## src/design/eht_ram.sv

```systemverilog
// Simple dual-port synchronous RAM with one write port and one registered read port.
module eht_ram #(
  parameter int WIDTH = 8,
  parameter int DEPTH = 256
) (
  input  logic                     clk,
  input  logic                     we,
  input  logic [$clog2(DEPTH)-1:0] waddr,
  input  logic [WIDTH-1:0]         wdata,
  input  logic                     re,
  input  logic [$clog2(DEPTH)-1:0] raddr,
  output logic [WIDTH-1:0]         rdata
);

  logic [WIDTH-1:0] mem_r [DEPTH];
  logic [WIDTH-1:0] rdata_r;

  always_ff @(posedge clk) begin
    if (we) begin
      mem_r[waddr] <= wdata;
    end
    if (re) begin
      rdata_r <= mem_r[raddr];
    end
  end

  assign rdata = rdata_r;

endmodule

```

## config.mk

```make
export PLATFORM = sky130hd
export DESIGN_NAME = eht_ram
export DESIGN_NICKNAME = d
export VERILOG_FILES = /design/src/design/eht_ram.sv
export SDC_FILE = /design/constraint.sdc
export NUM_CORES = 2
export LEC_CHECK = 0
export BUFFER_PORTS_ARGS = -buffer_cell sky130_fd_sc_hd__buf_2
export CORE_ASPECT_RATIO = 0.7
export CORE_MARGIN = 1.5
export CORE_UTILIZATION = 51
export CTS_CLUSTER_DIAMETER = 200
export CTS_CLUSTER_SIZE = 20
export DETAILED_ROUTE_END_ITERATION = 8
export MAX_ROUTING_LAYER = met4
export PLACE_DENSITY = 0.68
export SLEW_MARGIN = 20
export SYNTH_ARGS = -nofsm -noshare
export SYNTH_HDL_FRONTEND = slang
export SYNTH_SLANG_ARGS = --single-unit
```

## constraint.sdc

```tcl
create_clock -name clk -period 3.1 [get_ports clk]
set_clock_uncertainty 0.15 [all_clocks]
set_input_delay 0.465 -clock clk [delete_from_list [all_inputs] [get_ports clk]]
set_output_delay 0.465 -clock clk [all_outputs]
set_load 0.02 [all_outputs]
```

* Word-level counts from Yosys, hierarchy flattened
Memory sizes are Yosys's and may differ from the RTL's. A register that Yosys moved wholly into a read port is not among the register bits.
Index checks and enable logic that the tools add are counted.
** Storage, ports and cells
- RAM bits :: 2048
- Register bits :: 0
- Bits of input ports :: 27
- Memories :: 1
- Output and inout port bits :: 8
** Operators by class
- Muxes and demuxes :: 2
** Memories
- mem_r :: words 256, width 8, read ports 1, clocked after Yosys merged registers in 1, wr ports 1, line 15 : logic [WIDTH-1:0] mem_r [DEPTH];
** Operator list (count)
- $mux W1 :: 2

* Logic depth before layout (Yosys ltp)
- Word-level depth :: 2
- Depth in mapped cells :: 11

* Worst setup path before layout
No wires, ideal clock.
- Path type :: input-to-reg
- From :: input raddr[0]
- To :: register rdata_r[2] (netlist: rdata[2]), read port of mem_r, data pin
- Stages :: 9
- Library setup time :: 0.269 ns
- Arrival time :: 2.272 ns
- Path slack :: 0.409 ns
- Path through :: buf_6 buf_12 buf_8 buf_2 mux4_2 a22oi_1 a21oi_1 nor4_1 nor4_2
** RTL lines
- from (decl) :: line 11 : input logic [$clog2(DEPTH)-1:0] raddr,
- to (decl) :: line 16 : logic [WIDTH-1:0] rdata_r;

==> results.md <==
- The routed design has about 200 mm of wire.
- The most used flip-flop cell after synthesis is edfxtp_1.
- The post-route clock period utilization is 0.962.
- The via count is slightly above 40000.
- The kind of start point of the critical path is a register.
- The first-pass GRT wire length is between 200 and 300 mm.
- The clock tree from TritonCTS is yes.
- For this run, the number of Yosys warnings is 0.
- At the pin with the least slew margin, the transition time is around 0.87 ns.
- Counting buffers and inverters, the worst setup path is 6 cells deep.
- The final count of pins violating max slew came to 0.
- The vertical extent of the die is 334 um.
- The critical-path maximum fanout is 1.
- In this run the power density over the cells is approximately 540 nW/um2.
- The analysis attributes to cell leakage a power of about 29 nW.
- Once detail routing completed, the nets flagged for antenna violations numbered 0.
- The congestion estimate from routability-driven global placement came to 0.911.
- Clock-pin slew was measured on the worst setup and hold paths at ~0.08 ns.
- The count of fill cells added during filler insertion is around 11000.
- The via density per instance is 6.40.
- The average detailed-routed wire length per instance is about 31 um.
- The later pin in the worst-skew pair is clocked with a latency of between 0.7 and 0.8 ns.
- Setup repair after global routing left no endpoint under its margin.
- Along the worst hold path, the cell count comes to 1.
- The count of buffer and inverter cells on the critical path is 0.
- The cell count after synthesis is roughly 3700.
- In the routed design, unresolved DRC markers number 0.
- The maximum clock insertion buffer count is 3.
- The final hold violation count came to 0.
- For this configuration, the core starts out at a cell density of 0.513.
- After the first detailed-routing iteration, the DRC count stood at between 6000 and 7000.
- The net count of the finished layout is 4335.
- The flow ran to the end, and the final reports show no timing, DRC or antenna violations.
- The arrival time at the worst endpoint is about 3.3 ns.
- The area of the placeable core is 155000 um2.
- At the worst endpoint, the required time is between 3 and 4 ns.
- 35 I/O pins were placed.
- In this run the horizontal extent of the chip is 475 um.
- The cell family contributing the most delay on the critical path is compound AO/OA/AOI/OAI gates.
- The largest net degree at the start of global routing is 107.
- The total placed instance area is between 80000 and 90000 um2.
- The delay of the slowest cell on the worst path is 0.61 ns.
- The setup path with the least slack is of type register to register.
- The cell area that synthesis handed to floorplanning was roughly 80000 um2.
- The total non-filler cell area in the finished layout is between 80000 and 90000 um2.
- The total iterations of the first detailed-routing run is 6.
- In this run the worst hold path is classified as primary input to register.
- Global routing finished with a remaining overflow of 0.
- The completed layout was analyzed and its total power is between 40 and 50 mW.
- The count of endpoints failing setup in the final report is 0.
- The async set-reset flop share out of synthesis is 0.
- The slowest stage of the critical path is the nor3_2 cell.
- The tree is rooted in a clkbuf_16.
- After synthesis, the netlist uses 54 different library cells.
- The number of cells on the worst reg-to-reg path is 6.
- In this run, CTS created clock tree buffers numbering ~110.
- The number of nets handed over by synthesis was 3760.
- The routed design could run at a clock period as short as approximately 3.0 ns.
- Timing would allow up to roughly 0.34 GHz.
- The number of flops mapped to enable cells by yosys is slightly above 2000.
- The deepest level of the CTS H-tree is 3.
- The signal on the critical path passes through mux4_2 > a22o_1 > a221oi_1 > o32ai_1 > nor3_2 > nor4_1.
- The sort of element at the end of the critical path is a register.
- The share of layout cells above drive strength 1 is 0.300.
- Summed over all nets, the half-perimeter wirelength after detailed placement is around 130 mm.
- The row count is 121.
- The number of global-route vias before repair is about 40000.
- The share of the Yosys chip area taken by registers is 0.775.
- The flip-flop and latch count after synthesis is between 2000 and 2500.
- The initial antenna violation count came to 10.
- The count of maximum capacitance violations is 0.
- During placement, the flow inserted port buffers numbering 34.
- The relative slew slack is 0.420.
- Compared with the post-synthesis result, the final layout area differs by 13.0%.
- The average instance in the mapped netlist occupies around 21 um2.
- Across the VDD grid, the largest voltage drop is between 0.5 and 0.6 mV.
- At the placement stage, the worst setup path has a slack of -1.10 ns.
- The die outline area is 159000 um2.
- For this run, the total global-route usage over all layers was measured as 0.263.
- The TritonCTS sink count is a little over 2000.
- The worst path setup slack after routing is ~0.12 ns.
## what timing repair did
| action | CTS | global route |
|---|---|---|
| resized for setup | 1 | 2 |
| buffers inserted | 0 | 0 |
| hold endpoints to repair | 3 | 0 |
| hold buffers | 1 | 0 |
| endpoints found under the setup margin | 1 | 2 |
## logic make-up (layout without fill, tap and decap cells)
group                  Yosys count  in the layout  synth area share
flip-flops                    2056           2056             0.775
other                            0              7                 0
AND/OR/NAND/NOR                466            466            0.0263
buffers and inverters          235            816            0.0183
multiplexers                   591            591             0.146
AO/OA/AOI/OAI                  385            385            0.0342
## state kept, by name, indices dropped and copies added, names as in the netlist
| name | count |
|---|---|
| mem_r | 2048 |
| rdata | 8 |
## metal layers
| metal | part of all wire | track usage |
|---|---|---|
| met5 | 0 | - |
| met2 | 0.44 | 0.362 |
| met4 | 0.021 | 0.0494 |
| met1 | 0.42 | 0.411 |
| met3 | 0.12 | 0.0526 |
## power by group
group	internal, mW	total, mW	switching (mW)
Combinational	1.27	3.22	1.95
Clock	6.58	14.9	8.37
Sequential	30.6	30.6	0.0360
Total	38.4	48.8	10.4
## cells in the final DEF, fill, tap and decap left out, drive strengths merged, types with 8 or more instances in the layout
cell type  netlist  layout
o211ai          10      10
a22oi          133     133
a211oi          16      16
clkbuf         111     113
edfxtp        2056    2056
nand2b           8       8
nor3            22      22
a21oi           96      96
nand2           33      33
nor2           282     282
a221oi          14      14
a22o             8       8
mux2i          134     134
o21ai           12      12
nor4            27      27
o221ai          47      47
nand4           10      10
nor2b           31      31
o22ai           28      28
nand3           34      34
buf            122     693
mux4           456     456
## Yosys cell counts (all sizes together), types with 4 or more instances
library cell,instances,share of area
nor3,22,0.0014
o211ai,10,0.00094
mux2i,134,0.017
o21ai,12,0.00075
a21oi,96,0.0060
nand4,10,0.00079
a22oi,133,0.013
and2,6,0.00047
clkbuf,111,0.0052
nand3,34,0.0021
a221oi,14,0.0016
o32ai,5,0.00064
nor4,27,0.0024
a22o,8,0.00088
nor2b,31,0.0024
buf,122,0.013
o22ai,28,0.0022
o22a,5,0.00055
nand2b,8,0.00063
mux4,456,0.13
a211oi,16,0.0015
nor2,282,0.013
nand2,33,0.0016
edfxtp,2056,0.78
a2111oi,5,0.00066
or2,4,0.00031
o221ai,47,0.0052
## worst paths after layout
kind                     start             to  slack (ns)
hold reg to reg   mem_r[40][3]       rdata[3]        1.04
setup / recovery  mem_r[83][5]       rdata[5]        0.12
hold / removal        wdata[6]  mem_r[218][6]        0.02
setup reg to reg  mem_r[83][5]       rdata[5]        0.12
## cell type report
type,count,area (um2),area share
Sequential cell,2056,61700,0.686
Multi-Input combinational cell,1442,16500,0.184
Timing Repair Buffer,694,6130,0.0681
Clock buffer,113,2830,0.0314
Tap cell,2091,2620,0.0291
Clock inverter,7,113,0.00125
Antenna cell,7,17.5,0.000195
Inverter,2,7.51,0.0000834
## through the flow
stage,util,std cells,setup TNS (ns),hold WS (ns)
5_1_grt,0.579,6407,0,0.0345
4_1_cts,0.579,6405,0,0.00803
3_5_place_dp,0.560,6284,-4.55,0.819
6_report,0.579,6412,0,0.0216
3_3_place_gp,0.560,6284,-4.86,0.810
2_1_floorplan,-,3733,0,0.414
(Power assumes the default switching activity.)
